`src/rtl/qse_pkg.sv`:
```
// Package for the quadrature speed estimator: shared types, codes, reset values
// and the fixed-point rounding and saturation helpers. No dependencies.
package qse_pkg;

    localparam int DATA_W = 32;
    localparam int CFG_IDX_W = 2;
    localparam int FACTOR_W = 17;
    localparam int PROD_W = 66;
    localparam int ACC_W = 50;

    // Command codes of an input item.
    localparam logic CMD_EDGE   = 1'b0;
    localparam logic CMD_SAMPLE = 1'b1;

    // Encoder channel codes.
    localparam logic CH_A = 1'b0;
    localparam logic CH_B = 1'b1;

    // Configuration register indexes.
    localparam logic [CFG_IDX_W-1:0] CFG_SPEED_SCALE    = 2'd0;
    localparam logic [CFG_IDX_W-1:0] CFG_POSITION_SCALE = 2'd1;
    localparam logic [CFG_IDX_W-1:0] CFG_SMOOTHING      = 2'd2;

    localparam logic [DATA_W-1:0]   RST_SPEED_SCALE    = 32'd49152;
    localparam logic [DATA_W-1:0]   RST_POSITION_SCALE = 32'd536871;
    localparam logic [FACTOR_W-1:0] RST_SMOOTHING      = 17'd9830;
    localparam logic [FACTOR_W-1:0] FULL_WEIGHT        = 17'd65536;

    localparam logic signed [PROD_W-1:0] SAT_MAX  = 66'sd2147483647;
    localparam logic signed [PROD_W-1:0] SAT_MIN  = -66'sd2147483648;
    localparam logic signed [PROD_W-1:0] HALF_LSB = 66'sd32768;

    typedef struct packed {
        logic [DATA_W-1:0]   speed_scale;
        logic [DATA_W-1:0]   position_scale;
        logic [FACTOR_W-1:0] smoothing_factor;
    } t_cfg;

    // Snapshot that a sample tick hands from the front to the back.
    typedef struct packed {
        logic signed [DATA_W-1:0] count;
        logic signed [DATA_W-1:0] diff;
    } t_sample;

    typedef struct packed {
        logic full;
        logic empty;
    } t_q_stat;

    typedef struct packed {
        logic busy;
        logic pop;
    } t_back_stat;

    typedef enum logic [2:0] {
        BS_IDLE,
        BS_REV,
        BS_RAW,
        BS_RAW_SAT,
        BS_MUL_NEW,
        BS_MUL_OLD,
        BS_SUM,
        BS_FIN
    } t_back_state;

    function automatic logic signed [DATA_W-1:0] sat32(input logic signed [PROD_W-1:0] v);
        logic signed [DATA_W-1:0] r;
        if (v > SAT_MAX) begin
            r = SAT_MAX[DATA_W-1:0];
        end else if (v < SAT_MIN) begin
            r = SAT_MIN[DATA_W-1:0];
        end else begin
            r = v[DATA_W-1:0];
        end
        return r;
    endfunction

    // Round half up from Q.32 to Q.16 (floor of value plus one half), then saturate.
    function automatic logic signed [DATA_W-1:0] round_sat16(
        input logic signed [PROD_W-1:0] v
    );
        logic signed [PROD_W-1:0] t;
        t = (v + HALF_LSB) >>> 16;
        return sat32(t);
    endfunction

endpackage

```
`src/rtl/qse_if.sv`:
```
// Handshake channels of the quadrature speed estimator: input items and results.
// Depends on qse_pkg for the payload widths.
interface qse_in_if;
    logic valid;
    logic ready;
    logic command;
    logic edge_channel;
    logic level_a;
    logic level_b;
    modport source (output valid, command, edge_channel, level_a, level_b, input ready);
    modport sink (input valid, command, edge_channel, level_a, level_b, output ready);
endinterface


```
`src/rtl/qse_front.sv`:
```
// Front end: accepts items, counts encoder edges and snapshots the count on a
// sample tick. Depends on qse_pkg and qse_if.
module qse_front (
    input  logic              i_clk,
    input  logic              i_rst_n,
    qse_in_if.sink            i_item,
    input  qse_pkg::t_q_stat  i_q_stat,
    output logic              o_push,
    output qse_pkg::t_sample  o_sample
);
    import qse_pkg::*;

    logic [DATA_W-1:0] r_tick_total, n_tick_total;
    logic [DATA_W-1:0] r_tick_last, n_tick_last;
    logic              accept;
    logic              count_up;

    // Only a sample tick needs queue space, but ready stays free of the payload.
    assign i_item.ready = !i_q_stat.full;
    assign accept       = i_item.valid && i_item.ready;

    // Channel A counts up on unequal levels, channel B on equal levels.
    assign count_up = (i_item.edge_channel == CH_A) ? (i_item.level_a != i_item.level_b)
                                                    : (i_item.level_a == i_item.level_b);

    assign o_push         = accept && (i_item.command == CMD_SAMPLE);
    assign o_sample.count = r_tick_total;
    assign o_sample.diff  = r_tick_total - r_tick_last;

    always_comb begin
        n_tick_total = r_tick_total;
        n_tick_last  = r_tick_last;
        if (accept) begin
            if (i_item.command == CMD_EDGE) begin
                n_tick_total = count_up ? r_tick_total + 1'b1 : r_tick_total - 1'b1;
            end else begin
                n_tick_last = r_tick_total;
            end
        end
    end

    always_ff @(posedge i_clk) begin
        if (!i_rst_n) begin
            r_tick_total <= '0;
            r_tick_last  <= '0;
        end else begin
            r_tick_total <= n_tick_total;
            r_tick_last  <= n_tick_last;
        end
    end

endmodule

```
`src/flat_wrapper.sv`:
```
// flat-port wrapper written by rule: the top's interface ports become plain ports
module qse_front_flat import qse_pkg::*;
  (i_clk, i_rst_n, i_q_stat, o_push, o_sample, i_item_valid, i_item_command, i_item_edge_channel, i_item_level_a, i_item_level_b, i_item_ready);
  qse_in_if i_item_i ();
  input  logic i_clk;
  input  logic i_rst_n;
  input  qse_pkg::t_q_stat i_q_stat;
  output logic o_push;
  output qse_pkg::t_sample o_sample;
  input wire logic [$bits(i_item_i.valid)-1:0] i_item_valid;
  input wire logic [$bits(i_item_i.command)-1:0] i_item_command;
  input wire logic [$bits(i_item_i.edge_channel)-1:0] i_item_edge_channel;
  input wire logic [$bits(i_item_i.level_a)-1:0] i_item_level_a;
  input wire logic [$bits(i_item_i.level_b)-1:0] i_item_level_b;
  output wire logic [$bits(i_item_i.ready)-1:0] i_item_ready;
  assign i_item_i.valid = i_item_valid;
  assign i_item_i.command = i_item_command;
  assign i_item_i.edge_channel = i_item_edge_channel;
  assign i_item_i.level_a = i_item_level_a;
  assign i_item_i.level_b = i_item_level_b;
  assign i_item_ready = i_item_i.ready;
  qse_front u_core (.i_clk(i_clk), .i_rst_n(i_rst_n), .i_item(i_item_i), .i_q_stat(i_q_stat), .o_push(o_push), .o_sample(o_sample));
endmodule
```
`config.mk`:
```
export PLATFORM = sky130hd
export DESIGN_NAME = qse_front_flat
export DESIGN_NICKNAME = d
export VERILOG_FILES = /design/src/rtl/qse_pkg.sv /design/src/rtl/qse_if.sv /design/src/rtl/qse_front.sv /design/src/flat_wrapper.sv
export SDC_FILE = /design/constraint.sdc
export NUM_CORES = 1
export LEC_CHECK = 0
export ABC_CLOCK_PERIOD_IN_PS = 6200
export BUFFER_PORTS_ARGS = -buffer_cell sky130_fd_sc_hd__buf_2
export CORE_UTILIZATION = 64
export DETAILED_ROUTE_END_ITERATION = 16
export MAX_ROUTING_LAYER = met4
export PLACE_DENSITY = 0.94
export SLEW_MARGIN = 20
export SYNTH_ARGS = -nofsm -noshare
export SYNTH_HDL_FRONTEND = slang
export SYNTH_SLANG_ARGS = --single-unit
```
`constraint.sdc`:
```
create_clock -name i_clk -period 6.2 [get_ports i_clk]
set_input_delay 0.31 -clock i_clk [delete_from_list [all_inputs] [get_ports i_clk]]
set_output_delay 0.31 -clock i_clk [all_outputs]
set_load 0.03 [all_outputs]
```
======== Yosys cells after proc, flatten, opt, wreduce, memory -nomap -nowiden ========
Cells that the tools add are included.
storage, ports and cells
  register bits ........................... 64
  bits in latches ......................... 0
  memory bits (writable) .................. 0
  memory bits (read-only) ................. 0
  input port bits ......................... 9
  output and inout bits ................... 66
  memories kept ........................... 0
operators by class
  $add $sub $neg .......................... 3
  $mul .................................... 0
  div/mod/pow operators ................... 0
  magnitude comparators ................... 0
  eq/ne operators ......................... 2
  shift-type cells ........................ 0
  muxes and demuxes ....................... 2
  bitwise operators ....................... 1
  reductions and logical operators ........ 5
operator list
  operator                 count
  $add A32 B1 Y32 const B  1
  $mux W32                 1
  $sub A32 B1 Y32 const B  1
  $sub A32 B32 Y32         1
  $reduce_and A2 Y1        2
  $logic_and A1 B1 Y1      2
  $eq A1 B1 Y1             1
  $logic_not A1 Y1         1
  $mux W1                  1
  $ne A1 B1 Y1             1
  $not A1 Y1               1

======== Longest topological paths before layout ========
  word-level depth ........................ 3
  depth in mapped cells ................... 13
  depth with buffers taken out ............ 10

======== Worst setup path before layout ========
OpenSTA, ideal clock, no wires.
  kind .................................... reg-to-output
  start ................................... register u_core.r_tick_total[0]
  end ..................................... output port o_sample[21] in the netlist's numbering
  arrival ................................. 3.348 ns
  data required time ...................... 5.890 ns
  slack ................................... 2.542 ns
  cell stages (with the launch flop) ...... 11
  path through ............................ dfxtp_1 > clkbuf_1 > inv_1 > ha_1 > nor2b_1 > o21a_1 > a31o_2 > a21oi_1 > o21ai_0 > a21oi_1 > o311ai_0
RTL lines
  item                    line               RTL
  start, declared         qse_front.sv:13    logic [DATA_W-1:0] r_tick_total, n_tick_total;
  start signal, assigned  qse_front.sv:47    r_tick_total <= n_tick_total;
  end, declared           flat_wrapper.sv:9  output qse_pkg::t_sample o_sample;

==> results.txt <==
The run finished with clean final reports. Counting flops with a built-in enable in the synthesized netlist gives 0. The worst hold path belongs to the class reg2reg.

The logs give 0 for the number of hold buffers added after cts and 853 for the layout net count. The highest-utilization routing layer at the global route stage is met2. The slew at the pin closest to its max-slew limit is 0.968 ns.

TritonCTS built the clock tree. For the met2 demand-to-capacity share in global routing, the log shows 54.5%. For the first-pass GRT wire length, the log shows 25800 microns. Counting flops and latches in the post-synthesis netlist gives 64. For this design the static power due to leakage is 2.69 nW. The clock drives 64 sinks. The count of placed standard cells including taps was 908; the fraction of registers with async set/reset was 0%. The relative area change from synthesis to final layout was 7.55%; the initial core utilization was 65.9%. The first detailed-routing pass took 9 iterations. Setup slack on the critical path of the routed design comes to 2.39 ns. Before CTS, the worst setup slack after placement is 2.84 ns.

The worst setup path is captured at an output pin. The run gives 0 as the number of pins exceeding their max-slew limit in the final report. Setup violations remaining at the end of the flow were counted as 0.

The most repeated library cell on the critical path is sky130_fd_sc_hd__a21oi_1. The tools report the net count after synthesis as 823. In this run, CTS created clock tree buffers numbering 9. The tools report the number of instances in the synthesized netlist as 781. After detailed routing, the total wire length is 15500 microns. The initialized floorplan defines 34 standard-cell rows. In this design, the stage delay of the slowest critical-path cell is 0.59 ns. Entering global routing, the biggest net connects 67 pins. The tools report the number of antenna-violating nets in the routed design as 0.

The critical path is of the reg2out type. The longest clock path from root to sink contains 2 buffers. The tools report the number of global-route vias before repair as 5592. The met1 demand-to-capacity share in global routing was 40.6%; the DRC violation total after the first TritonRoute iteration was 567. In the final routed layout, each cell accounts on average for 16.8 microns. The number of hold-slack violations in the final timing report is 0. Top cell type by total area after synthesis: sky130_fd_sc_hd__dfxtp_1. Portion of the post-synthesis area used by sequential elements: 22.3%. The most frequently used flop master after synthesis was sky130_fd_sc_hd__dfxtp_1.

For the final database, setup skew stands at 0.00992 ns. Max-cap violations in this run came to 0. Summing all placed instances gives a cell area of 0.00596 sq mm.

The finished layout holds 924 standard cells, fillers aside. The routed via count is 5982. The number of antenna diodes in the final layout is 0. Setup repair after global routing left no endpoint under its margin.

STA classifies the critical path startpoint as a flop. The floorplan step defined a core boundary enclosing 0.00872 sq mm. Global routing consumed, over all layers together, 33.6% of the routing resources.

Once the clock tree was built, the setup fixing pass inserted 0 buffers. During placement, the flow inserted port buffers numbering 73. The global-route track usage on met3 is 4.77%. Yosys printed 0 warnings. Ratio of final minimum period to clock period: 61.5%. Adding up every negative setup slack in the final design gives 0 ns. For the post-synthesis instance area, the log shows 0.00575 sq mm. Walking the worst path, the cells encountered are ha_1, a21oi_1, nand2_1, a31o_2, a21oi_1, o21ai_0, a211o_1, o311ai_0, buf_2. The cell at the root of the clock tree is sky130_fd_sc_hd__clkbuf_8. IR analysis of the VDD net gives a maximum drop of 196 uV.

The die extent in x came out at 96.8 microns. The floorplan die area was 0.00937 sq mm; the routability-driven placement congestion ratio was 0.917. The post-route netlist has 14.5% of its cells at a drive strength greater than 1. The synthesized design devotes to its leading area cell type 22.3% of total area.

Initial antenna violation count: 0. The count of instances resized after the clock tree is built came out at 0. During I/O placement, the number of pins put on the boundary was 75. In this run the vertical extent of the chip is 96.8 microns. Yosys attributes the largest share of cell area to sky130_fd_sc_hd__dfxtp_1 22%, sky130_fd_sc_hd__nand2_1 7.4%, sky130_fd_sc_hd__ha_1 7.0%. Slowest library cell on the worst path: sky130_fd_sc_hd__dfxtp_1. After detailed routing, the number of vias per cell comes to 6.47. The run gives 0.00618 sq mm as the cell area after layout. The final worst hold slack came out at 0.470 ns.

For this run, the top clock speed supported by timing is 262 MHz. The maximum fanout encountered on the critical timing path is 10. The smallest clock period supported by the final layout is computed as 3.81 ns. The required time at the endpoint of the critical path came out at 5.89 ns. Data on the critical path arrives at its endpoint at 3.50 ns. The run gives 35.5% as the worst max-slew margin expressed relative to the limit. The logs give 0 for the aggregate global routing overflow and 0 for the post-route DRC violation count.

The H-tree generated during clock tree synthesis spans 3 levels. After synthesis, the netlist uses 74 different library cells. The later pin in the worst-skew pair is clocked with a latency of 0.35 ns. The HPWL reported at the end of detailed placement is 10800 microns, and the areal power density over the cells is 305 mW/mm^2. After clock tree synthesis, the clock-pin slew on the worst setup and hold paths is 0.08 ns. The mean instance size in the synthesized netlist was 7.36 sq um.
==> synth_stat cells, drive strengths merged, types with 3 or more instances <==
cell,instances
inv,54
and2,25
o21ai,24
xor2,21
dfxtp,64
nor3b,4
nor3,24
o211ai,5
o31a,4
or2,3
o2bb2ai,3
nor4,21
and4,5
mux2i,8
a21o,7
nor2b,4
and3,5
o311ai,3
nand2b,4
a21oi,45
or4,13
clkbuf,29
a21boi,38
nand3,25
ha,32
nand4,21
a31oi,9
a211oi,4
a31o,5
nor2,48
xnor2,31
or3,7
nand2,114
o22ai,4
o21bai,4
a311oi,3
o21a,6
buf,29
==> through the flow <==
step	util (%)	total power, mW
4_1_cts	70.9	1.87
3_3_place_gp	68.4	1.44
5_1_grt	70.9	1.97
2_1_floorplan	-	1.25
6_report	70.9	1.88
3_5_place_dp	68.4	1.47
==> power by group <==
group	switching [mW]	internal, mW	total [mW]
Sequential	0.0454	0.425	0.470
Combinational	0.648	0.362	1.01
Clock	0.177	0.227	0.404
==> logic make-up after synthesis <==
kind of cell	after synthesis	share of synthesized area (%)
and+or+nand+nor	327	29.4
AOI/OAI and AO/OA	182	21.6
buffers and inverters	112	9.03
DFF	64	22.3
xor gates and xnor gates	54	8.75
adders and majority gates	33	7.31
muxes	9	1.59
==> per-layer routing <==
layer  vias up  share of wire [%]
li1       2830                  -
met1      2756                 41
met2       329                 48
met3        67                7.3
met4         0                4.2
met5         -                  0
==> sequential cells by signal, summed over array words and instances, names as in the netlist <==
register,count
u_core.r_tick_total,32
u_core.r_tick_last,32
==> path summary, 6_finish.rpt <==
check | start | to | slack, ns | cells after the start
worst max-delay path | u_core.r_tick_total[4]$_SDFFE_PN0P_ | o_sample[21] | 2.39 | 9
worst min-delay path | u_core.r_tick_last[16]$_SDFFE_PN0P_ | u_core.r_tick_last[16]$_SDFFE_PN0P_ | 0.47 | 2
worst max register to register | u_core.r_tick_total[1]$_SDFFE_PN0P_ | u_core.r_tick_total[22]$_SDFFE_PN0P_ | 3.25 | 10
worst min register to register | u_core.r_tick_last[16]$_SDFFE_PN0P_ | u_core.r_tick_last[16]$_SDFFE_PN0P_ | 0.47 | 2
==> critical path, delay by kind of cell (launching register included) <==
kind / cells / cell delay, ns
adder cells (fa/ha/maj): 1 / 0.37
AO/OA/AOI/OAI: 6 / 1.82
AND/OR/NAND/NOR: 1 / 0.10
flip-flops: 1 / 0.59
buffers and inverters: 1 / 0.27
==> area by class of cell <==
type / count / area [sq um]
inverters: 54 / 203
multi-input cells: 605 / 3950
clock buffers: 9 / 124
well taps: 108 / 135
clock inverters: 7 / 96.3
repair buffers: 77 / 395
fillers: 659 / 2540
flip-flops and latches: 64 / 1280
==> cells in the final DEF, fill, tap and decap left out, types with 9 or more instances in the layout <==
cell type and n:
sky130_fd_sc_hd__a21boi_0 36, sky130_fd_sc_hd__a21oi_1 42, sky130_fd_sc_hd__a31oi_1 9, sky130_fd_sc_hd__and2_1 25
sky130_fd_sc_hd__buf_2 73, sky130_fd_sc_hd__clkbuf_8 9, sky130_fd_sc_hd__dfxtp_1 64, sky130_fd_sc_hd__ha_1 32
sky130_fd_sc_hd__inv_1 54, sky130_fd_sc_hd__nand2_1 113, sky130_fd_sc_hd__nand3_1 24, sky130_fd_sc_hd__nand4_1 21
sky130_fd_sc_hd__nor2_1 48, sky130_fd_sc_hd__nor3_1 23, sky130_fd_sc_hd__nor4_1 20, sky130_fd_sc_hd__o21ai_0 24
sky130_fd_sc_hd__or4_1 9, sky130_fd_sc_hd__xnor2_1 31, sky130_fd_sc_hd__xor2_1 21
Power figures use the tool's default switching activity.
