### src/rtl/qse_pkg.sv
// Package for the quadrature speed estimator: shared types, codes, reset values
// and the fixed-point rounding and saturation helpers. No dependencies.
package qse_pkg;

    localparam int DATA_W = 32;
    localparam int CFG_IDX_W = 2;
    localparam int FACTOR_W = 17;
    localparam int PROD_W = 66;
    localparam int ACC_W = 50;

    // Command codes of an input item.
    localparam logic CMD_EDGE   = 1'b0;
    localparam logic CMD_SAMPLE = 1'b1;

    // Encoder channel codes.
    localparam logic CH_A = 1'b0;
    localparam logic CH_B = 1'b1;

    // Configuration register indexes.
    localparam logic [CFG_IDX_W-1:0] CFG_SPEED_SCALE    = 2'd0;
    localparam logic [CFG_IDX_W-1:0] CFG_POSITION_SCALE = 2'd1;
    localparam logic [CFG_IDX_W-1:0] CFG_SMOOTHING      = 2'd2;

    localparam logic [DATA_W-1:0]   RST_SPEED_SCALE    = 32'd49152;
    localparam logic [DATA_W-1:0]   RST_POSITION_SCALE = 32'd536871;
    localparam logic [FACTOR_W-1:0] RST_SMOOTHING      = 17'd9830;
    localparam logic [FACTOR_W-1:0] FULL_WEIGHT        = 17'd65536;

    localparam logic signed [PROD_W-1:0] SAT_MAX  = 66'sd2147483647;
    localparam logic signed [PROD_W-1:0] SAT_MIN  = -66'sd2147483648;
    localparam logic signed [PROD_W-1:0] HALF_LSB = 66'sd32768;

    typedef struct packed {
        logic [DATA_W-1:0]   speed_scale;
        logic [DATA_W-1:0]   position_scale;
        logic [FACTOR_W-1:0] smoothing_factor;
    } t_cfg;

    // Snapshot that a sample tick hands from the front to the back.
    typedef struct packed {
        logic signed [DATA_W-1:0] count;
        logic signed [DATA_W-1:0] diff;
    } t_sample;

    typedef struct packed {
        logic full;
        logic empty;
    } t_q_stat;

    typedef struct packed {
        logic busy;
        logic pop;
    } t_back_stat;

    typedef enum logic [2:0] {
        BS_IDLE,
        BS_REV,
        BS_RAW,
        BS_RAW_SAT,
        BS_MUL_NEW,
        BS_MUL_OLD,
        BS_SUM,
        BS_FIN
    } t_back_state;

    function automatic logic signed [DATA_W-1:0] sat32(input logic signed [PROD_W-1:0] v);
        logic signed [DATA_W-1:0] r;
        if (v > SAT_MAX) begin
            r = SAT_MAX[DATA_W-1:0];
        end else if (v < SAT_MIN) begin
            r = SAT_MIN[DATA_W-1:0];
        end else begin
            r = v[DATA_W-1:0];
        end
        return r;
    endfunction

    // Round half up from Q.32 to Q.16 (floor of value plus one half), then saturate.
    function automatic logic signed [DATA_W-1:0] round_sat16(
        input logic signed [PROD_W-1:0] v
    );
        logic signed [PROD_W-1:0] t;
        t = (v + HALF_LSB) >>> 16;
        return sat32(t);
    endfunction

endpackage

### src/rtl/qse_queue.sv
// Short flip-flop queue of sample snapshots between the front and the back.
// Depends on qse_pkg.
module qse_queue #(
    parameter int DEPTH = 2
) (
    input  logic              i_clk,
    input  logic              i_rst_n,
    input  logic              i_push,
    input  qse_pkg::t_sample  i_sample,
    input  logic              i_pop,
    output qse_pkg::t_sample  o_sample,
    output qse_pkg::t_q_stat  o_stat
);
    import qse_pkg::*;

    localparam int PTR_W = (DEPTH > 1) ? $clog2(DEPTH) : 1;
    localparam int CNT_W = $clog2(DEPTH + 1);
    localparam logic [PTR_W-1:0] LAST_PTR = PTR_W'(DEPTH - 1);
    localparam logic [CNT_W-1:0] FULL_CNT = CNT_W'(DEPTH);

    t_sample          r_mem [DEPTH];
    logic [PTR_W-1:0] r_wr_ptr, n_wr_ptr;
    logic [PTR_W-1:0] r_rd_ptr, n_rd_ptr;
    logic [CNT_W-1:0] r_cnt, n_cnt;

    assign o_stat.full  = (r_cnt == FULL_CNT);
    assign o_stat.empty = (r_cnt == '0);
    assign o_sample     = r_mem[r_rd_ptr];

    always_comb begin
        n_wr_ptr = r_wr_ptr;
        n_rd_ptr = r_rd_ptr;
        n_cnt    = r_cnt;
        if (i_push) begin
            n_wr_ptr = (r_wr_ptr == LAST_PTR) ? '0 : r_wr_ptr + 1'b1;
        end
        if (i_pop) begin
            n_rd_ptr = (r_rd_ptr == LAST_PTR) ? '0 : r_rd_ptr + 1'b1;
        end
        if (i_push && !i_pop) begin
            n_cnt = r_cnt + 1'b1;
        end else if (!i_push && i_pop) begin
            n_cnt = r_cnt - 1'b1;
        end
    end

    always_ff @(posedge i_clk) begin
        if (!i_rst_n) begin
            r_wr_ptr <= '0;
            r_rd_ptr <= '0;
            r_cnt    <= '0;
        end else begin
            r_wr_ptr <= n_wr_ptr;
            r_rd_ptr <= n_rd_ptr;
            r_cnt    <= n_cnt;
        end
    end

    always_ff @(posedge i_clk) begin
        if (i_push) begin
            r_mem[r_wr_ptr] <= i_sample;
        end
    end

endmodule

### config.mk
export PLATFORM = sky130hd
export DESIGN_NAME = qse_queue
export DESIGN_NICKNAME = d
export VERILOG_FILES = /design/src/rtl/qse_pkg.sv /design/src/rtl/qse_queue.sv
export SDC_FILE = /design/constraint.sdc
export NUM_CORES = 1
export LEC_CHECK = 0
export CAP_MARGIN = 20
export CORE_MARGIN = 4
export CORE_UTILIZATION = 30
export DETAILED_ROUTE_END_ITERATION = 16
export DONT_BUFFER_PORTS = 1
export SLEW_MARGIN = 20
export SYNTH_ARGS = -nofsm -noshare
export SYNTH_HDL_FRONTEND = slang
export SYNTH_SLANG_ARGS = --single-unit
### constraint.sdc
create_clock -name i_clk -period 3.7 [get_ports i_clk]
set_input_delay 0.37 -clock i_clk [delete_from_list [all_inputs] [get_ports i_clk]]
set_output_delay 0.37 -clock i_clk [all_outputs]
set_load 0.05 [all_outputs]
[Word level (Yosys, flattened, before mapping)]
Memory sizes are Yosys's and may differ from the RTL's. A register that Yosys moved wholly into a read port is not among the register bits.
Index checks and enable logic that the tools add are counted.
Operators by class
  equality and inequality tests: 1
  multiplexer cells: 8
  $add $sub $neg: 4
  reduce and logical (&&, ||, !) cells: 6
Operator list (number)
  1-bit 2-to-1 mux: 6
  2-bit 2-to-1 mux: 2
  1-bit adder (second input constant): 2
  2-bit by 1-bit adder with 2-bit output (second input constant): 1
  2-bit equality test (second input constant): 1
  1-bit logical AND: 2
  1-bit zero test: 2
  2-bit zero test: 1
  2-bit nonzero test: 1
  2-bit by 1-bit subtractor with 2-bit output (second input constant): 1
Word-level totals
  word-level logic and storage cells: 23
  flip-flop bits (word level): 4
  input bits: 68
  RAM bits: 128
  memories: 1
  output and inout bits: 66
Memories
  r_mem: depth 2, width 64, read ports 1, clocked after memory_dff 1, write ports 1, line qse_queue.sv:21  | t_sample r_mem [DEPTH];

[Longest topological paths before layout]
Gate-level depths: netlist of run 1.
  depth after elaboration: 4
  gate-level depth with buffers: 5
  depth with buffers taken out: 5

[Worst setup path after synthesis of run 1]
OpenSTA, ideal clock, no wires.
  kind: input port to flip-flop
  start point: input i_push
  end point: memory r_mem[0][0] (netlist name), enable pin
  data required time: 3.205 ns
  arrival: 3.215 ns
  path slack: -0.010 ns
  buffers on the path: 0
  setup time: 0.495 ns
  stages on the path: 1
  cell sequence: nor2b_1
On the way
  longest elaborated chain between the ends: 2
RTL lines
  start: declaration: line qse_queue.sv:8  | input logic i_push,
  1-bit 2-to-1 mux: line qse_queue.sv:60  | if (i_push) begin
  1-bit 2-to-1 mux (not written as such): line qse_queue.sv:61  | r_mem[r_wr_ptr] <= i_sample;
  end: declaration: line qse_queue.sv:21
No other way between the ends.

==> metrics.md, run 1 <==
| Metric | Value |
|---|---|
| Max stage delay on crit path | 0.92 ns |
| Register area | 3950 sq um |
| Starting Density | 30.6% |
| Nets | 303 |
| Max rail drop VDD | 0.000275 V |
| Clock slew at reported path FFs | 0.05 ns |
| Overall Power | 3720 uW |
| Core area | 15,900 sq um |
| CP Launch Type | flop |
| RSZ-0062 raised after global routing | no |
| Area leader, netlist | edfxtp_1 |
| First-pass iteration count of the detailed router | 4 |
| Final setup fails | 0 |
| First-pass GRT wire length | 12,600 microns |
| Clk sinks | 133 |
| Top delay family on crit path | flip-flops |
| Die area | 18,300 sq um |
| Drt drc | 0 |
| Pwr/cell area | 663 nW/um^2 |
| Post-CTS resize count | 0 |
| Area of the multi-input gates | 846 sq um |
| CTS tree | done |
| Placer congestion estimate | 0.649 |
| Slowest CP cell | dfxtp_4 |
| Ratio of final minimum period to clock period | 62.0% |
| Final wirelength | 8440 microns |
| Critical path buffers and inverters | 0 |
| Postcts setup bufs | 0 |
| Max-slew violations | 0 |
| Worst Path Max Fanout | 64 |
| Cell Count, Final, Fillers Out | 463 |
| Die Width | 135 microns |
| Max capacitance violation total | 0 |
| Outcome | completed |
| Main synth FF type | edfxtp_1 |
| Filler cells | 1,506 |
| Number of synthesized flops with an enable pin | 128 |
| Slew HR | 38.3% |
| # H-tree levels | 4 |
| Syn Area/Cell | 22.0 sq um |
| TritonCTS buffer count | 17 |
| Slew @ Worst Pin | 0.923 ns |
| Layout cells sized above 1 | 38.5% |
| Netlist Area Pre-Place | 4860 sq um |
| IO Count | 134 |
| Synth async-reset ratio | 0% |
| Pin count of the biggest net entering global routing | 65 |
| Leakage | 0.00182 uW |
| Final ANT Viol Nets | 0 |
| Setup TNS | 0 ns |
| Clock latency on the worst-skew pair | 0.40 ns |
| HPWL Detailed | 5150 microns |
| Count of unique library cells instantiated by Yosys | 17 |
| Count of input and output buffers | 0 |
| Area growth syn-to-layout | 15.5% |
| Hold Crit Class | in -> reg |
| Register area share after synthesis | 81.2% |
| Core Util, Final | 35.3% |
| CTS root buf | clkbuf_16 |
| Synth Instances | 221 |
| Most common library cells after synthesis | edfxtp_1 (128), mux2_2 (64), buf_6 (6) |
| Minimum clock period | 2.29 ns |
| Crit Path Class | reg -> out |
| Count leader, synth | edfxtp_1 |
| FP Rows | 46 |
| Area share of the largest cell type after synthesis | 79.1% |
| Die height | 135 microns |
| Top cells by area, synth | edfxtp_1 (79%), mux2_2 (15%), dfxtp_1 (2.1%) |
| Max clock buf depth | 2 |
| Required time of the critical path | 3.33 ns |
| Vias | 2,003 |
| Worst setup EP type | output port |
| Worst path arrival time | 1.92 ns |
| Skew final | 0.00577 ns |
| Initial antenna violation count | 0 |
| Grt ovf | 0 |
| Placed cells | 431 |
| Yosys Warn Count | 0 |
| Fmax | 0.436 GHz |
| Post-Syn Nets | 290 |
| GRT Util Overall | 9.48% |
| Seq cells post-synth | 133 |
| ANT cells | 0 |
| Vias/cell | 4.33 |
| Number of DRC markers in iteration 0 | 27 |
| Critical Path, Cell by Cell | mux2_2 |
| Final Hold Vio Count | 0 |
| Hold_buf cts | 0 |
| Vias in the first global route | 2,204 |
| Wire per inst | 18.2 microns |
[final cells by class]
type | count | area share, %
inverter | 1 | 0.0669
multi-input combinational | 80 | 15.1
sequential | 133 | 70.3
clock inverter | 4 | 0.357
tap | 216 | 4.82
timing repair buffer | 1 | 0.134
clock buffer | 28 | 9.21
[state kept, by name, indices dropped and copies added, names as in the netlist, named ones only]
register / flops
r_rd_ptr: 1
r_wr_ptr: 1
r_mem: 128
r_cnt: 2
[layout by cell type (no fill, tap or decap), drive strengths merged]
master    n
mux2     64
xor2      2
nor2      1
buf       1
a21boi    1
ha        1
edfxtp  128
or3       1
inv       1
dfxtp     5
o21a      1
clkbuf   28
nor2b     2
xnor2     1
clkinv    4
and2b     1
and2      4
o21ai     1
[final timing paths]
| check | startpoint | end | slack, ns | cells past startpoint |
|---|---|---|---|---|
| setup reg to reg | r_wr_ptr | r_mem[0][6] | 1.93 | 2 |
| setup / recovery | flop | o_sample[29] | 1.41 | 1 |
| hold reg to reg | r_cnt[1] | r_cnt[1] | 0.53 | 2 |
| hold / removal | i_sample[35] | r_mem[0][35] | 0.06 | 0 |
[report_power, final]
| part | leakage [uW] | internal [uW] | switching, uW | total (uW) |
|---|---|---|---|---|
| Sequential | 0.00124 | 1740 | 45.5 | 1790 |
| Clock | 0.000268 | 941 | 554 | 1490 |
| Combinational | 0.000308 | 91.5 | 348 | 439 |
| Total | 0.00182 | 2780 | 947 | 3720 |
[logic make-up (layout without fill, tap and decap cells)]
| group | count (synthesis) | count (layout) | share of synthesized area [%] |
|---|---|---|---|
| adder cells (fa/ha/maj) | 1 | 1 | 0.257 |
| AND/OR/NAND/NOR | 9 | 9 | 1.16 |
| buffers and inverters | 8 | 34 | 1.62 |
| AO/OA/AOI/OAI | 3 | 3 | 0.412 |
| multiplexers | 64 | 64 | 14.8 |
| XOR/XNOR | 3 | 3 | 0.541 |
| flip-flops | 133 | 133 | 81.2 |
[stage by stage]
step	hold slack [ns]	area, sq um	setup WS, ns
2_1_floorplan	0.466	4860	1.20
3_3_place_gp	0.469	5070	1.80
3_5_place_dp	0.469	5070	1.78
4_1_cts	0.0355	5610	1.34
5_1_grt	0.0278	5610	1.30
6_report	0.0621	5610	1.41
[per-layer routing]
metal  up-vias  routed length [microns]  global-route usage [%]
li1        894                        -                       -
met1      1012                     2950                    9.29
met2        88                     4160                    15.0
met3         9                     1180                    7.36
met4         0                      148                    3.92
met5         -                        0                       0
Note: power is estimated with default switching activity, not from simulation.
==> run 2, diff against run 1 <==
==> constraint.sdc (replaced) <==
create_clock -name i_clk -period 2.4 [get_ports i_clk]
set_input_delay 0.24 -clock i_clk [delete_from_list [all_inputs] [get_ports i_clk]]
set_output_delay 0.24 -clock i_clk [all_outputs]
set_load 0.05 [all_outputs]
==> run 2 against run 1 <==
Net effect:
- via count rose by 14%
- sequential power rose by 53%
- total power rose by 54%
- routed wire length rose by 11%
- clock power rose by 46%
- sequential share of layout area fell by 7.4 points
- hold slack got worse by 0.0073 ns
- combinational power rose by 86%
- flip-flop and latch count did not move
- critical path depth rose by 1
- clock skew barely moved
- critical endpoint is now o_sample[56]
==> metrics.md, run 2 (synthesized netlist as in run 1, its figures left out) <==
| Metric | Value |
|---|---|
| Pwr/cell area | 913 nW/um^2 (+38%) |
| Vias in the first global route | 2,645 (+20%) |
| Layout cells sized above 1 | 31.2% (-7.3 points) |
| Outcome | completed |
| Critical Path, Cell by Cell | buf_12 > mux2_2 |
| CP Launch Type | flop |
| First-pass GRT wire length | 14,100 microns (+12%) |
| Most common cell after layout, fill and taps aside | edfxtp_1 |
| Clk sinks | 133 (unchanged) |
| Hold_buf cts | 65 (+65) |
| Drt drc | 0 (unchanged) |
| FP Rows | 46 (unchanged) |
| Number of DRC markers in iteration 0 | 92 (+240%) |
| Core area | 15,900 sq um (unchanged) |
| Vias | 2,277 (+14%) |
| Initial antenna violation count | 1 (+1) |
| GRT Util Overall | 10.5% (+0.99 points) |
| Setup TNS | 0 ns (unchanged) |
| Placer congestion estimate | 0.632 (-2.6%) |
| Max capacitance violation total | 0 (unchanged) |
| Clock latency on the worst-skew pair | 0.40 ns (about the same) |
| Crit Path Class | reg -> out |
| Area growth syn-to-layout | 29.1% |
| Count of input and output buffers | 0 (unchanged) |
| Commonest non-fill, non-tap cells in the layout | edfxtp_1 (128), dlygate4sd3_1 (65), mux2_2 (64), clkbuf_16 (17), clkinv_2 (6) |
| Largest register FFs | 128 (unchanged) |
| Worst path arrival time | 1.84 ns (-0.08 ns) |
| # H-tree levels | 4 (unchanged) |
| Post-CTS resize count | 0 (unchanged) |
| Ratio of final minimum period to clock period | 86.8% |
| Nets | 371 (+22%) |
| Filler cells | 1,478 (-1.9%) |
| Max-slew violations | 0 (unchanged) |
| Cell Count, Final, Fillers Out | 531 (+15%) |
| Max stage delay on crit path | 0.63 ns (-0.29 ns) |
| HPWL Detailed | 5800 microns (+13%) |
| Wire per inst | 17.6 microns (-3.4%) |
| Vias/cell | 4.29 (-0.88%) |
| CTS tree | done |
| Final Hold Vio Count | 0 (unchanged) |
| Hold Crit Class | in -> reg |
| Biggest regs | r_mem x128, r_cnt x2 |
| Placed cells | 434 (+0.70%) |
| First-pass iteration count of the detailed router | 3 (-1) |
| Slowest CP cell | dfxtp_4 |
| TritonCTS buffer count | 17 (unchanged) |
| Skew final | 0.00578 ns (+0.00000785 ns) |
| Leakage | 0.00209 uW (+15%) |
| Starting Density | 30.6% (unchanged) |
| Die Width | 135 microns (unchanged) |
| Worst setup EP type | output port |
| Postcts setup bufs | 0 (unchanged) |
| CTS root buf | clkbuf_16 |
| Minimum clock period | 2.08 ns |
| Max clock buf depth | 2 (unchanged) |
| Biggest register | r_mem |
| Slew @ Worst Pin | 0.904 ns (-0.0189 ns) |
| Final wirelength | 9340 microns (+11%) |
| Worst Path Max Fanout | 35 (-45%) |
| RSZ-0062 raised after global routing | no |
| Grt ovf | 0 (unchanged) |
| Final setup fails | 0 (unchanged) |
| Fmax | 0.480 GHz |
| Required time of the critical path | 2.16 ns (-1.17 ns) |
| Die area | 18,300 sq um (unchanged) |
| Max rail drop VDD | 0.000494 V (+80%) |
| Slew HR | 39.5% (+1.3 points) |
| Clock slew at reported path FFs | 0.06 ns (about the same) |
| IO Count | 134 (unchanged) |
| Final ANT Viol Nets | 0 (unchanged) |
| Pin count of the biggest net entering global routing | 37 (-43%) |
| Die height | 135 microns (unchanged) |
[run 2: worst max-delay path, delay by kind of cell (launching register included)]
kind,cells,cell delay [ns]
buf+inv,1,0.29
flops,1,0.63
mux,1,0.50
[run 2: metrics by stage]
| stage | total power [uW] | hold slack (ns) | cell area [sq um] | util [%] | setup WS (ns) |
|---|---|---|---|---|---|
| final | 5730 | 0.0548 | 6270 | 39.5 | 0.316 |
| after global routing | 5960 | 0.0410 | 6270 | 39.5 | 0.213 |
| after global placement | 3490 | 0.339 | 5120 | 32.2 | 0.734 |
| after CTS | 5820 | 0.0334 | 6270 | 39.5 | 0.257 |
| after floorplan | 3430 | 0.339 | 4870 | - | 0.0777 |
| after detailed placement | 3510 | 0.339 | 5120 | 32.2 | 0.706 |
[run 2: area by class of cell]
type / count / area [sq um] / area share (%)
diodes: 1 / 2.50 / 0.0399
well taps: 216 / 270 / 4.31
inverters: 1 / 3.75 / 0.0598
flip-flops and latches: 133 / 3950 / 62.9
clock buffers: 18 / 429 / 6.84
clock inverters: 13 / 68.8 / 1.10
repair buffers: 69 / 706 / 11.2
multi-input cells: 80 / 846 / 13.5
[run 2: report_power, final]
part	switching, uW	total [uW]	internal (uW)
sequential	50.9	2730	2680
clock	895	2180	1280
combinational	592	815	223
total	1540	5730	4190
[run 2: path summary, 6_finish.rpt]
path	from	endpoint	slack (ns)	cells after the start
worst max register to register	r_wr_ptr	r_mem[1][24]	0.91	2
worst min-delay path	i_push	r_wr_ptr	0.05	2
worst max-delay path	flop	o_sample[56]	0.32	2
worst min register to register	r_cnt[1]	r_cnt[1]	0.51	2
[run 2: per-layer routing]
metal	up-vias	GRT usage, %	share of wire, %
met5	-	0	0
met1	1140	11.0	39
met4	0	3.86	1.4
met2	90	18.1	51
li1	1034	-	-
met3	13	5.20	8.2
==> run 3, diff against run 2 <==
==> constraint.sdc (replaced) <==
create_clock -name i_clk -period 2 [get_ports i_clk]
set_input_delay 0.2 -clock i_clk [delete_from_list [all_inputs] [get_ports i_clk]]
set_output_delay 0.2 -clock i_clk [all_outputs]
set_load 0.05 [all_outputs]
==> run 3 against run 2 <==
Net effect:
- final cell count up 0.75%
- total power up 20%
- count of clock-buffer cells in the layout up 3
- sequential share of layout area down 0.60 points
- clock skew up 0.0034 ns
- critical path depth unchanged
- flip-flop and latch count unchanged
- first-iteration DRC count down 49%
- sequential power up 19%
- die area unchanged
- non-clock buffer count up 4
- critical endpoint is now o_sample[61]
- largest cell class unchanged
==> metrics.md, run 3 (synthesized netlist as in run 1, its figures left out) <==
| Metric | Value |
|---|---|
| FP Rows | 46 (unchanged) |
| Minimum clock period | 1.87 ns |
| Critical Path, Cell by Cell | buf_4 > mux2_2 |
| Fmax | 0.535 GHz |
| Critical path buffers and inverters | 1 (unchanged) |
| # H-tree levels | 4 (unchanged) |
| First-pass iteration count of the detailed router | 4 (+1) |
| Nets | 375 (+1.1%) |
| Pwr/cell area | 1090 nW/um^2 (+19%) |
| Final Hold Vio Count | 0 (unchanged) |
| Global route hottest layer | met2 |
| Most common cell after layout, fill and taps aside | edfxtp_1 |
| Leakage | 0.00212 uW (+1.5%) |
| Number of DRC markers in iteration 0 | 47 (-49%) |
| Clock latency on the worst-skew pair | 0.40 ns (about the same) |
| Area growth syn-to-layout | 30.4% |
| Ratio of final minimum period to clock period | 93.4% |
| Die Width | 135 microns (unchanged) |
| Worst Path Max Fanout | 30 (-14%) |
| GR Layer Usage met2 | 18.1% (-0.028 points) |
| Setup TNS | 0 ns (unchanged) |
| Met3 usage | 4.79% (-0.41 points) |
| Drt drc | 0 (unchanged) |
| Starting Density | 30.6% (unchanged) |
| Vias | 2,244 (-1.4%) |
| Final wirelength | 8930 microns (-4.4%) |
| Placer congestion estimate | 0.657 (+4.0%) |
| Grt ovf | 0 (unchanged) |
| Commonest non-fill, non-tap cells in the layout | edfxtp_1 (128), dlygate4sd3_1 (66), mux2_2 (64), clkbuf_16 (17), clkinv_2 (7) |
| Core area | 15,900 sq um (unchanged) |
| Pin count of the biggest net entering global routing | 35 (-5.4%) |
| Skew final | 0.00921 ns (+0.00343 ns) |
| Cell Count, Final, Fillers Out | 535 (+0.75%) |
| IO Count | 134 (unchanged) |
| Max stage delay on crit path | 0.52 ns (-0.11 ns) |
| Top delay family on crit path | multiplexers |
| Max rail drop VDD | 0.000485 V (-1.9%) |
| Worst setup EP type | output port |
| Outcome | completed |
| Die area | 18,300 sq um (unchanged) |
| First-pass GRT wire length | 13,400 microns (-5.3%) |
| Max capacitance violation total | 0 (unchanged) |
| Final ANT Viol Nets | 0 (unchanged) |
| TritonCTS buffer count | 17 (unchanged) |
| Crit Path Class | reg -> out |
| Worst path arrival time | 1.67 ns (-0.17 ns) |
| Slew @ Worst Pin | 0.419 ns (-0.485 ns) |
| Biggest register | r_mem |
| Filler cells | 1,435 (-2.9%) |
| Placed cells | 437 (+0.69%) |
| Hold Crit Class | in -> reg |
| GRT Util Overall | 9.89% (-0.58 points) |
| Count of input and output buffers | 0 (unchanged) |
| Largest register FFs | 128 (unchanged) |
| Wire per inst | 16.7 microns (-5.1%) |
| Max clock buf depth | 2 (unchanged) |
| Clock slew at reported path FFs | 0.06 ns (about the same) |
| RSZ-0062 raised after global routing | no |
| Die height | 135 microns (unchanged) |
| ANT cells | 0 (-1) |
| Biggest regs | r_mem x128, r_cnt x2 |
| Initial antenna violation count | 0 (-1) |
| Final setup fails | 0 (unchanged) |
| Slew HR | 72.0% (+32 points) |
| Clk sinks | 133 (unchanged) |
| Global Route met1 Usage | 9.34% (-1.6 points) |
| Required time of the critical path | 1.80 ns (-0.36 ns) |
| Layout cells sized above 1 | 32.0% (+0.76 points) |
| Slowest CP cell | mux2_2 |
| Vias/cell | 4.19 (-2.2%) |
| Max-slew violations | 0 (unchanged) |
| CTS tree | done |
| CP Launch Type | flop |
| CTS root buf | clkbuf_16 |
| Vias in the first global route | 2,646 (+0.038%) |
-- run 3: cell types whose count changed in the layout (fill, tap and decap cells not counted) --
cell | previous run | this run
clkinv_2 | 6 | 7
diode_2 | 1 | 0
clkinv_1 | 4 | 1
dlygate4sd3_1 | 65 | 66
clkbuf_1 | 1 | 4
buf_12 | 2 | 4
buf_4 | 2 | 3
-- run 3: per-stage QoR --
stage	worst slack, ns	area, sq um	utilization, %	total power (uW)	hold slack, ns
2_1_floorplan	0.289	4870	-	4120	0.299
3_3_place_gp	0.553	5170	32.5	4210	0.299
3_5_place_dp	0.544	5170	32.5	4230	0.299
4_1_cts	0.0932	6330	39.9	7000	0.0132
5_1_grt	0.0664	6330	39.9	7180	0.0242
6_report	0.131	6330	39.9	6890	0.0365
-- run 3: metal layers --
metal / vias to the layer above / part of all wire, % / wire length (microns)
met4: 0 / 1.2 / 105
met3: 9 / 7.2 / 645
li1: 1043 / - / -
met2: 75 / 55 / 4900
met1: 1117 / 37 / 3280
met5: - / 0 / 0
-- run 3: repair_timing --
item / in CTS / in global routing
endpoints found under the hold margin: 133 / 0
setup buffers: 0 / 0
hold buffers: 66 / 0
resized for setup: 0 / 0
setup endpoints to repair: 0 / 0
-- run 3: worst register-to-register path, cell delays in order, from the launching register on --
cell	delay (ns)
dfxtp_1	0.34
nor2b_4	0.38
o21a_1	0.18
dlygate4sd3_1	0.55
-- run 3: area by class of cell --
type                       instances  area [sq um]  area share [%]
sequential                       133          3950            62.3
multi-input combinational         80           846            13.4
timing repair buffer              73           763            12.1
clock buffer                      21           440            6.95
tap                              216           270            4.27
clock inverter                    11          62.6           0.988
inverter                           1          3.75          0.0593
-- run 3: final timing paths --
check | startpoint | end | slack (ns) | depth (start not counted)
worst max register to register | r_wr_ptr | r_wr_ptr | 0.49 | 3
worst min register to register | r_cnt[1] | r_cnt[1] | 0.55 | 2
worst max-delay path | flop | o_sample[61] | 0.13 | 2
worst min-delay path | i_pop | flop | 0.04 | 2
-- run 3: where the power goes --
part           internal (uW)  total (uW)  leakage (uW)  switching [uW]
Sequential              3220        3260       0.00124            38.9
Combinational            287        1020      0.000631             731
Clock                   1560        2610      0.000248            1050
